===== config.mk =====
export PLATFORM = sky130hd
export DESIGN_NAME = floppy_controller_command_fifo
export DESIGN_NICKNAME = d
export VERILOG_FILES = /design/src/design/fcf_pkg.sv /design/src/design/fcf_in_reg.sv /design/src/design/fcf_core.sv /design/src/design/fcf_out_reg.sv /design/src/design/floppy_controller_command_fifo.sv
export SDC_FILE = /design/constraint.sdc
export NUM_CORES = 1
export LEC_CHECK = 0
export ABC_AREA = 0
export BUFFER_PORTS_ARGS = -buffer_cell sky130_fd_sc_hd__buf_4
export CAP_MARGIN = 15
export CORE_MARGIN = 2
export CORE_UTILIZATION = 56
export DETAILED_ROUTE_END_ITERATION = 16
export PLACE_DENSITY = 0.76
export SYNTH_ARGS = -nofsm -noshare
export SYNTH_HDL_FRONTEND = slang
export SYNTH_SLANG_ARGS = --single-unit

===== constraint.sdc =====
create_clock -name clk -period 2.85 [get_ports clk]
set_clock_uncertainty 0.05 [all_clocks]
set_input_delay 0.7125 -clock clk [delete_from_list [all_inputs] [get_ports clk]]
set_output_delay 0.7125 -clock clk [all_outputs]
set_load 0.01 [all_outputs]

===== src/design/fcf_pkg.sv =====
`default_nettype none
package fcf_pkg;

  typedef struct packed {
    logic       op;
    logic [2:0] addr;
    logic [7:0] wdata;
  } in_item_t;

  typedef struct packed {
    logic [7:0] rdata;
    logic       irq;
  } out_item_t;

  typedef logic [4:0] cmd_code_t;

  // command state word: parameter bytes expected, results queued, dma, busy, command
  typedef struct packed {
    logic      bytes;
    logic      queue;
    logic      dma;
    logic      busy;
    cmd_code_t code;
  } cmd_state_t;

  localparam logic OP_READ  = 1'b0;
  localparam logic OP_WRITE = 1'b1;

  localparam logic [2:0] REG_STATUS_A = 3'd0;
  localparam logic [2:0] REG_UNUSED   = 3'd1;
  localparam logic [2:0] REG_DOR      = 3'd2;
  localparam logic [2:0] REG_TAPE     = 3'd3;
  localparam logic [2:0] REG_MSR      = 3'd4;
  localparam logic [2:0] REG_FIFO     = 3'd5;
  localparam logic [2:0] REG_NONE     = 3'd6;
  localparam logic [2:0] REG_RATE     = 3'd7;

  localparam cmd_code_t CMD_NONE        = 5'h00;
  localparam cmd_code_t CMD_SPECIFY     = 5'h03;
  localparam cmd_code_t CMD_SENSE_DRIVE = 5'h04;
  localparam cmd_code_t CMD_READ_DATA   = 5'h06;
  localparam cmd_code_t CMD_RECAL       = 5'h07;
  localparam cmd_code_t CMD_SENSE_INT   = 5'h08;
  localparam cmd_code_t CMD_READ_ID     = 5'h0a;
  localparam cmd_code_t CMD_SEEK        = 5'h0f;
  localparam cmd_code_t CMD_VERSION     = 5'h10;
  localparam cmd_code_t CMD_CONFIGURE   = 5'h13;

  localparam logic [7:0] MSR_QUEUED     = 8'hd0;
  localparam logic [7:0] MSR_READY      = 8'h80;
  localparam logic [7:0] MSR_BUSY       = 8'h10;
  localparam logic [7:0] MSR_DMA        = 8'h20;
  localparam logic [7:0] MSR_PARAMS     = 8'h40;
  localparam logic [7:0] VERSION_BYTE   = 8'h90;
  localparam logic [7:0] ST3_BASE       = 8'h28;
  localparam logic [7:0] ST0_SEEK_END   = 8'h20;
  localparam logic [7:0] ST0_HEAD       = 8'h04;
  localparam logic [7:0] TAPE_BYTE      = 8'h80;
  localparam logic [7:0] RATE_BYTE      = 8'h02;
  localparam logic [7:0] SIZE_CODE      = 8'h02;
  localparam logic [7:0] IRQ_PENDING    = 8'h80;

endpackage
`default_nettype wire


===== src/design/fcf_in_reg.sv =====
`default_nettype none
module fcf_in_reg (
  input  wire logic             clk,
  input  wire logic             rst,
  input  wire logic             in_valid,
  output logic                  in_stall,
  input  wire fcf_pkg::in_item_t in_data,
  input  wire logic             out_ready,
  output logic                  fire,
  output fcf_pkg::in_item_t     item
);
  import fcf_pkg::*;

  logic     valid;
  logic     valid_next;
  in_item_t data;

  assign fire     = valid && out_ready;
  assign in_stall = valid && !out_ready;
  assign item     = data;

  always_comb begin
    valid_next = valid;
    if (in_valid && !in_stall) begin
      valid_next = 1'b1;
    end else if (fire) begin
      valid_next = 1'b0;
    end
  end

  always_ff @(posedge clk) begin
    if (rst) begin
      valid <= 1'b0;
    end else begin
      valid <= valid_next;
    end
  end

  always_ff @(posedge clk) begin
    if (rst) begin
      data <= '0;
    end else if (in_valid && !in_stall) begin
      data <= in_data;
    end
  end

endmodule
`default_nettype wire


===== src/design/fcf_core.sv =====
`default_nettype none
module fcf_core #(
  parameter int CMD_STORE_DEPTH = 16
) (
  input  wire logic              clk,
  input  wire logic              rst,
  input  wire logic              fire,
  input  wire fcf_pkg::in_item_t item,
  output fcf_pkg::out_item_t     result
);
  import fcf_pkg::*;

  localparam int IDX_W = $clog2(CMD_STORE_DEPTH);

  cmd_state_t cmd_state, cmd_state_next;
  logic [3:0] params_left, params_left_next;
  logic [2:0] results_left, results_left_next;
  logic [7:0] store [CMD_STORE_DEPTH];
  logic [7:0] store_next [CMD_STORE_DEPTH];
  logic [7:0] head_pos, head_pos_next;
  logic [7:0] track_pos, track_pos_next;
  logic [7:0] sector_pos, sector_pos_next;
  logic [7:0] end_sector, end_sector_next;
  logic [7:0] status_a_reg, status_a_reg_next;
  logic [7:0] dor_reg, dor_reg_next;
  logic       irq_active, irq_active_next;
  logic       seek_done, seek_done_next;
  logic       in_reset, in_reset_next;
  logic       high_density, high_density_next;
  logic [7:0] rd;

  always_comb begin
    logic       wr;
    logic [7:0] wd;
    logic [3:0] pl_dec;
    logic [2:0] rl_dec;
    logic       sig_irq;
    logic       do_load;
    logic [7:0] load_sec;
    logic [7:0] s0, s1, s2, s4, s5, s6;

    wr = (item.op == OP_WRITE);
    wd = item.wdata;
    pl_dec = params_left - 4'd1;
    rl_dec = results_left - 3'd1;
    sig_irq = 1'b0;
    do_load = 1'b0;
    load_sec = '0;
    s0 = '0; s1 = '0; s2 = '0; s4 = '0; s5 = '0; s6 = '0;

    cmd_state_next    = cmd_state;
    params_left_next  = params_left;
    results_left_next = results_left;
    store_next        = store;
    head_pos_next     = head_pos;
    track_pos_next    = track_pos;
    sector_pos_next   = sector_pos;
    end_sector_next   = end_sector;
    status_a_reg_next = status_a_reg;
    dor_reg_next      = dor_reg;
    irq_active_next   = irq_active;
    seek_done_next    = seek_done;
    in_reset_next     = in_reset;
    high_density_next = high_density;
    rd = '0;

    unique case (item.addr)
      REG_RATE: begin
        if (wr) begin
          high_density_next = (wd[1:0] == 2'b11);
        end else begin
          rd = RATE_BYTE;
        end
      end
      REG_NONE: begin
      end
      REG_STATUS_A: begin
        irq_active_next = 1'b0;
        cmd_state_next  = '0;
        if (wr) begin
          status_a_reg_next = wd;
        end else begin
          rd = status_a_reg | (irq_active ? IRQ_PENDING : 8'h00);
          status_a_reg_next = status_a_reg & ~IRQ_PENDING;
          cmd_state_next = cmd_state;
        end
      end
      REG_UNUSED: begin
        irq_active_next = 1'b0;
        cmd_state_next  = '0;
      end
      REG_DOR: begin
        irq_active_next = 1'b0;
        cmd_state_next  = '0;
        if (wr) begin
          dor_reg_next = wd;
          params_left_next = '0;
          if (wd[2]) begin
            // leaving reset raises the interrupt
            if (in_reset) begin
              sig_irq = 1'b1;
            end else begin
              cmd_state_next = cmd_state;
            end
            in_reset_next = 1'b0;
          end else begin
            in_reset_next = 1'b1;
          end
        end else begin
          cmd_state_next = cmd_state;
        end
      end
      REG_TAPE: begin
        irq_active_next = 1'b0;
        cmd_state_next  = '0;
        if (!wr) begin
          rd = TAPE_BYTE;
        end
      end
      REG_MSR: begin
        irq_active_next = 1'b0;
        cmd_state_next  = '0;
        if (!wr) begin
          if (cmd_state.queue) begin
            rd = MSR_QUEUED;
          end else begin
            rd = MSR_READY
               | (cmd_state.busy ? MSR_BUSY : (cmd_state.bytes ? MSR_PARAMS : 8'h00))
               | (cmd_state.dma ? MSR_DMA : 8'h00);
          end
          cmd_state_next = cmd_state;
          cmd_state_next.busy = 1'b0;
          cmd_state_next.dma  = 1'b0;
        end
      end
      REG_FIFO: begin
        irq_active_next = 1'b0;
        cmd_state_next  = '0;
        if (wr && cmd_state.bytes) begin
          params_left_next = pl_dec;
          // a parameter index beyond the store is dropped
          if (32'(pl_dec) < CMD_STORE_DEPTH) begin
            store_next[pl_dec[IDX_W-1:0]] = wd;
          end
          s0 = store_next[0]; s1 = store_next[1]; s2 = store_next[2];
          s4 = store_next[4]; s5 = store_next[5]; s6 = store_next[6];
          if (pl_dec != 4'd0) begin
            cmd_state_next = cmd_state;
            cmd_state_next.busy = 1'b1;
          end else begin
            unique case (cmd_state.code)
              CMD_SEEK: begin
                seek_done_next = 1'b1;
                head_pos_next = {7'd0, s1[1]};
                track_pos_next = s0;
                store_next[1] = ST0_SEEK_END;
                store_next[0] = s0;
                results_left_next = '0;
                cmd_state_next.busy = 1'b1;
                sig_irq = 1'b1;
              end
              CMD_RECAL: begin
                seek_done_next = 1'b1;
                head_pos_next = '0;
                track_pos_next = '0;
                results_left_next = '0;
                cmd_state_next.code = CMD_RECAL;
                sig_irq = 1'b1;
              end
              CMD_SPECIFY: begin
                results_left_next = '0;
                cmd_state_next.busy = 1'b1;
                dor_reg_next[3] = s1[0];
              end
              CMD_SENSE_DRIVE: begin
                results_left_next = 3'd1;
                store_next[0] = ST3_BASE | {5'd0, s0[2:0]};
                cmd_state_next.code = CMD_SENSE_DRIVE;
                cmd_state_next.queue = 1'b1;
              end
              CMD_CONFIGURE: begin
                results_left_next = '0;
              end
              CMD_READ_ID: begin
                head_pos_next = {7'd0, s0[2]};
                cmd_state_next.code = CMD_READ_ID;
                cmd_state_next.queue = 1'b1;
                do_load = 1'b1;
                load_sec = 8'd1;
                sig_irq = 1'b1;
              end
              CMD_READ_DATA: begin
                seek_done_next = 1'b1;
                cmd_state_next.code = CMD_READ_DATA;
                cmd_state_next.queue = 1'b1;
                cmd_state_next.dma = 1'b1;
                track_pos_next = s6;
                head_pos_next = s5;
                sector_pos_next = s4;
                end_sector_next = s2;
                do_load = 1'b1;
                load_sec = s4;
                sig_irq = 1'b1;
              end
              default: begin
              end
            endcase
          end
        end else if (wr) begin
          unique case (wd[4:0])
            CMD_SPECIFY, CMD_SEEK: begin
              params_left_next = 4'd2;
              cmd_state_next = '{bytes: 1'b1, queue: 1'b0, dma: 1'b0, busy: 1'b1,
                                 code: wd[4:0]};
            end
            CMD_SENSE_DRIVE, CMD_RECAL, CMD_READ_ID: begin
              params_left_next = 4'd1;
              cmd_state_next = '{bytes: 1'b1, queue: 1'b0, dma: 1'b0, busy: 1'b1,
                                 code: wd[4:0]};
            end
            CMD_CONFIGURE: begin
              params_left_next = 4'd3;
              cmd_state_next = '{bytes: 1'b1, queue: 1'b0, dma: 1'b0, busy: 1'b1,
                                 code: wd[4:0]};
            end
            CMD_READ_DATA: begin
              params_left_next = 4'd8;
              cmd_state_next = '{bytes: 1'b1, queue: 1'b0, dma: 1'b0, busy: 1'b1,
                                 code: wd[4:0]};
            end
            CMD_SENSE_INT: begin
              params_left_next = '0;
              results_left_next = 3'd2;
              store_next[1] = ST0_SEEK_END;
              store_next[0] = track_pos;
              seek_done_next = 1'b0;
              cmd_state_next = '{bytes: 1'b0, queue: 1'b1, dma: 1'b0, busy: 1'b1,
                                 code: CMD_NONE};
            end
            CMD_VERSION: begin
              results_left_next = 3'd1;
              store_next[0] = VERSION_BYTE;
              cmd_state_next = '{bytes: 1'b0, queue: 1'b1, dma: 1'b0, busy: 1'b0,
                                 code: CMD_VERSION};
              sig_irq = 1'b1;
            end
            default: begin
            end
          endcase
        end else if (cmd_state.queue) begin
          // result bytes are read from the top index down
          results_left_next = rl_dec;
          rd = store[IDX_W'(rl_dec)];
          if (rl_dec != 3'd0) begin
            cmd_state_next = cmd_state;
          end else if (cmd_state.code == CMD_READ_DATA) begin
            cmd_state_next = '{bytes: 1'b0, queue: 1'b0, dma: 1'b1, busy: 1'b1,
                               code: CMD_READ_DATA};
          end else if (cmd_state.code == CMD_SEEK) begin
            cmd_state_next.busy = 1'b1;
          end
        end
      end
    endcase

    if (do_load) begin
      results_left_next = 3'd7;
      store_next[6] = (seek_done_next ? ST0_SEEK_END : 8'h00)
                    | ((head_pos_next != 8'd0) ? ST0_HEAD : 8'h00);
      store_next[5] = '0;
      store_next[4] = '0;
      store_next[3] = track_pos_next;
      store_next[2] = head_pos_next;
      store_next[1] = load_sec;
      store_next[0] = SIZE_CODE;
    end

    if (sig_irq) begin
      if (dor_reg_next[3]) begin
        irq_active_next = 1'b1;
      end
      status_a_reg_next = status_a_reg_next | IRQ_PENDING;
    end
  end

  assign result.rdata = rd;
  assign result.irq   = irq_active_next;

  always_ff @(posedge clk) begin
    if (rst) begin
      cmd_state    <= '0;
      params_left  <= '0;
      results_left <= '0;
      for (int i = 0; i < CMD_STORE_DEPTH; i++) begin
        store[i] <= '0;
      end
      head_pos     <= '0;
      track_pos    <= '0;
      sector_pos   <= '0;
      end_sector   <= '0;
      status_a_reg <= '0;
      dor_reg      <= '0;
      irq_active   <= 1'b0;
      seek_done    <= 1'b0;
      in_reset     <= 1'b0;
      high_density <= 1'b1;
    end else if (fire) begin
      cmd_state    <= cmd_state_next;
      params_left  <= params_left_next;
      results_left <= results_left_next;
      store        <= store_next;
      head_pos     <= head_pos_next;
      track_pos    <= track_pos_next;
      sector_pos   <= sector_pos_next;
      end_sector   <= end_sector_next;
      status_a_reg <= status_a_reg_next;
      dor_reg      <= dor_reg_next;
      irq_active   <= irq_active_next;
      seek_done    <= seek_done_next;
      in_reset     <= in_reset_next;
      high_density <= high_density_next;
    end
  end

`ifndef SYNTHESIS
  a_irq_needs_dor: assert property (@(posedge clk) disable iff (rst)
    $rose(irq_active) |-> dor_reg[3])
    else $error("interrupt raised with dor interrupt enable clear");

  a_write_reads_zero: assert property (@(posedge clk) disable iff (rst)
    fire && item.op == OP_WRITE |-> result.rdata == 8'h00)
    else $error("write item returned non-zero data");

  a_none_reg_quiet: assert property (@(posedge clk) disable iff (rst)
    fire && item.addr == REG_NONE |=> $stable(cmd_state) && $stable(irq_active)
      && $stable(results_left))
    else $error("access to undecoded offset changed state");

  a_irq_follows_line: assert property (@(posedge clk) disable iff (rst)
    fire |=> irq_active == $past(result.irq))
    else $error("stored interrupt level differs from reported level");
`endif

endmodule
`default_nettype wire


===== src/design/fcf_out_reg.sv =====
`default_nettype none
module fcf_out_reg (
  input  wire logic               clk,
  input  wire logic               rst,
  input  wire logic               fire,
  input  wire fcf_pkg::out_item_t result,
  output logic                    out_ready,
  output logic                    out_valid,
  input  wire logic               out_stall,
  output fcf_pkg::out_item_t      out_data
);
  import fcf_pkg::*;

  logic      valid;
  logic      valid_next;
  out_item_t data;

  assign out_ready = !valid || !out_stall;
  assign out_valid = valid;
  assign out_data  = data;

  always_comb begin
    valid_next = valid;
    if (fire) begin
      valid_next = 1'b1;
    end else if (!out_stall) begin
      valid_next = 1'b0;
    end
  end

  always_ff @(posedge clk) begin
    if (rst) begin
      valid <= 1'b0;
    end else begin
      valid <= valid_next;
    end
  end

  always_ff @(posedge clk) begin
    if (fire) begin
      data <= result;
    end
  end

endmodule
`default_nettype wire


===== src/design/floppy_controller_command_fifo.sv =====
// an accepted item is held in the input register, then its result is registered onto out_data
// throughput: one item per cycle unless the output stalls; the state updates once per item
// a stalled output holds its result while one further item waits in the input register
// reset (rst, synchronous, active high) empties both registers, clears the controller state
// and the command byte store, and sets high density
`default_nettype none
module floppy_controller_command_fifo #(
  parameter int CMD_STORE_DEPTH = 16
) (
  input  wire logic               clk,
  input  wire logic               rst,
  input  wire logic               in_valid,
  output logic                    in_stall,
  input  wire fcf_pkg::in_item_t  in_data,
  output logic                    out_valid,
  input  wire logic               out_stall,
  output fcf_pkg::out_item_t      out_data
);
  import fcf_pkg::*;

  logic      out_ready;
  logic      fire;
  in_item_t  item;
  out_item_t result;

  fcf_in_reg u_in_reg (
    .clk       (clk),
    .rst       (rst),
    .in_valid  (in_valid),
    .in_stall  (in_stall),
    .in_data   (in_data),
    .out_ready (out_ready),
    .fire      (fire),
    .item      (item)
  );

  fcf_core #(
    .CMD_STORE_DEPTH (CMD_STORE_DEPTH)
  ) u_core (
    .clk    (clk),
    .rst    (rst),
    .fire   (fire),
    .item   (item),
    .result (result)
  );

  fcf_out_reg u_out_reg (
    .clk       (clk),
    .rst       (rst),
    .fire      (fire),
    .result    (result),
    .out_ready (out_ready),
    .out_valid (out_valid),
    .out_stall (out_stall),
    .out_data  (out_data)
  );

endmodule
`default_nettype wire


==> metrics.yaml <==
drt_wl_total_um: 26300
core_area_um2: 12700
largest_reg_flops: 64
cts_buffer_depth: 2
synth-edff-count: 9
p_seq_share_pct: 42.8
p_leak_nw: 3.16
viasPerCell: 6.78
first_pass_iters: 7
start_util_pct: 57.6
syn-cell-area_um2: 7300
rows: 41
grtUsageTotal_pct: 37.7
gp_congestion: 1.05
worst-endpoint-required_ps: 3090
routedWlPerCell_um: 23.8
synthArstFlopShare_pct: 0
power_frac_comb_pct: 6.4
synth.avg_cell_area_um2: 8.40
ant_nets: 0
finalCritPeriodShare_pct: 95.3
yosysUniqueCellTypes: 74
fin_ws_ps: 135
drv_cap: 0
dieArea_um2: 14000
largest-register: "u_core.store"
grt_pass1_wl_um: 40500
synth_ff_type: "dfxtp_1"
io_buffers: 26
powerDensity_nw_per_um2: 494
drc: 0
clk_pin_slew_ps: 60
timing.fmax_mhz: 368
antenna_found_initial: 0
first_global_vias: 7127
path_class: "register to register"
p_int_w: 0.00316
cp-end-kind: "register"
hp-class: "register to register"
vias: 7491
syn2layout_area_growth_pct: 17.5
status: "completed"
peakVddDrop_mv: 0.418
ios: 27
fin_util_pct: 67.6
die_x_um: 118
nNetsFinal: 940
dieHeight_um: 118
synthCells: 869
place_worst_setup_slack_ps: 8.48
clkSinkCount: 124
pwr-share-clk_pct: 50.8
setup_viol: 0
hpwl_um: 18700
grt_max_degree: 52
power_w: 0.00423
drtIter0Drc: 1121
numCtsBuffers: 17
htree_levels: 4
synth_nets: 891
ys_warn_count: 0
hold_viol: 0
p_switching_w: 0.00108
cp_max_fo: 6
fin_crit_ps: 2720
drv_slew: 0
worstPathArrival_ps: 2960
nFillCells: 1022
cts_tree: "yes"
root_buffer: "clkbuf_16"
insertion_delay_ps: 420
relSlewSlack_pct: 50.7
drive_gt1_share_pct: 19.7
ys_ff_latch: 124
p_sw_share_pct: 25.5
start_kind: "register"
seq_area_frac_synth_pct: 35.3
overflow: 0
tightestPinTransition_ps: 739
==> final timing paths <==
kind                                      start                                  end  slack, ps  cells after the start
max          u_core.params_left[1]$_SDFFE_PP0P_  u_core.results_left[1]$_SDFFE_PP0P_        130                     10
min               u_core.seek_done$_SDFFE_PP0P_        u_core.seek_done$_SDFFE_PP0P_        440                      2
min reg2reg       u_core.seek_done$_SDFFE_PP0P_        u_core.seek_done$_SDFFE_PP0P_        440                      2
max reg2reg  u_core.params_left[1]$_SDFFE_PP0P_  u_core.results_left[1]$_SDFFE_PP0P_        130                     10
==> power groups by stage <==
stage / Sequential, W / Combinational, W / Clock [W]
final: 0.00181 / 0.000269 / 0.00215
after global placement: 0.00185 / 0.000258 / 0
after floorplan: 0.00183 / 0.000168 / 0
after CTS: 0.00181 / 0.000261 / 0.00214
after detailed placement: 0.00185 / 0.000259 / 0
after global routing: 0.00181 / 0.000289 / 0.00223
==> cells by family after synthesis <==
group / Yosys count / share of synthesized area (%)
and+or+nand+nor: 310 / 20.1
AOI/OAI and AO/OA: 259 / 23.9
DFF: 124 / 35.3
buffers and inverters: 84 / 4.99
muxes: 80 / 14.0
xor gates and xnor gates: 6 / 0.823
adders and majority gates: 6 / 1.03
==> synthesized netlist by cell type, drive strengths merged (5+ instances only) <==
cell type	number	share of area (%)
nor2	135	7.0
dfxtp	115	32
nand2	57	2.9
o21ai	56	3.9
a21oi	53	3.8
clkbuf	49	2.5
mux2i	49	6.7
a22oi	37	3.8
nor3	29	2.3
nand3	24	1.8
a211oi	21	2.2
buf	18	1.6
a31oi	16	1.4
inv	16	0.82
mux4	16	4.9
nand2b	16	1.4
mux2	15	2.3
nor2b	12	1.0
and3	10	0.86
edfxtp	9	3.7
o22ai	8	0.69
a2111oi	6	0.74
ha	6	1.0
o31ai	6	0.62
a21o	5	0.53
o22a	5	0.60
or2	5	0.43
==> per-layer routing <==
| layer | GRT usage (%) | vias to the layer above | routed length [µm] | part of all wire, % |
|---|---|---|---|---|
| li1 | - | 3316 | - | - |
| met1 | 49.1 | 3559 | 10600 | 40 |
| met2 | 58.3 | 515 | 11900 | 45 |
| met3 | 10.3 | 101 | 2820 | 11 |
| met4 | 17.2 | 0 | 1090 | 4.1 |
| met5 | 0 | - | 0 | 0 |
==> placed cells by master (no fill, tap or decap), drive strengths merged, types with 9 or more instances in the layout <==
cell type	count
o21ai	56
and3	10
edfxtp	9
clkbuf	18
mux2i	49
a31oi	16
inv	18
a22oi	37
buf	97
dfxtp	115
a21oi	53
a211oi	21
nor3	29
nand2	57
nor2b	12
nand2b	16
mux4	16
nor2	135
mux2	15
nand3	24
==> through the flow <==
step           area, µm²  setup TNS, ps  std cells  hold WS, ps
2_1_floorplan       7300              0        869          391
3_3_place_gp        7910              0       1065          410
3_5_place_dp        7910              0       1065          422
4_1_cts             8480              0       1097          432
5_1_grt             8560          -12.0       1103          455
6_report            8570              0       1105          438
==> critical path, stage by stage (launching register included) <==
cell       delay (ps)
dfxtp_1           420
inv_1             110
ha_1              200
or2_2             280
o21ai_0           210
a21o_2            270
buf_12            130
a311oi_1           80
a211o_1           380
a2111oi_1         370
a211oi_1           90
==> cell type report <==
cell class	instances	area [µm²]	share of cell area, %
Multi-Input combinational cell	661	4390	51.2
Sequential cell	124	2570	30.0
Timing Repair Buffer	97	753	8.79
Clock buffer	18	429	5.01
Tap cell	172	215	2.51
Clock inverter	14	145	1.69
Inverter	17	63.8	0.745
Antenna cell	2	5.00	0.0584
==> timing repair <==
item	in CTS	in global routing
endpoints found under the hold margin	0	0
pin swaps	0	2
hold buffers	0	0
endpoints found under the setup margin	2	41
resized for setup	1	7
buffers inserted	0	6
No activity file was read; power rests on OpenSTA's default activity.
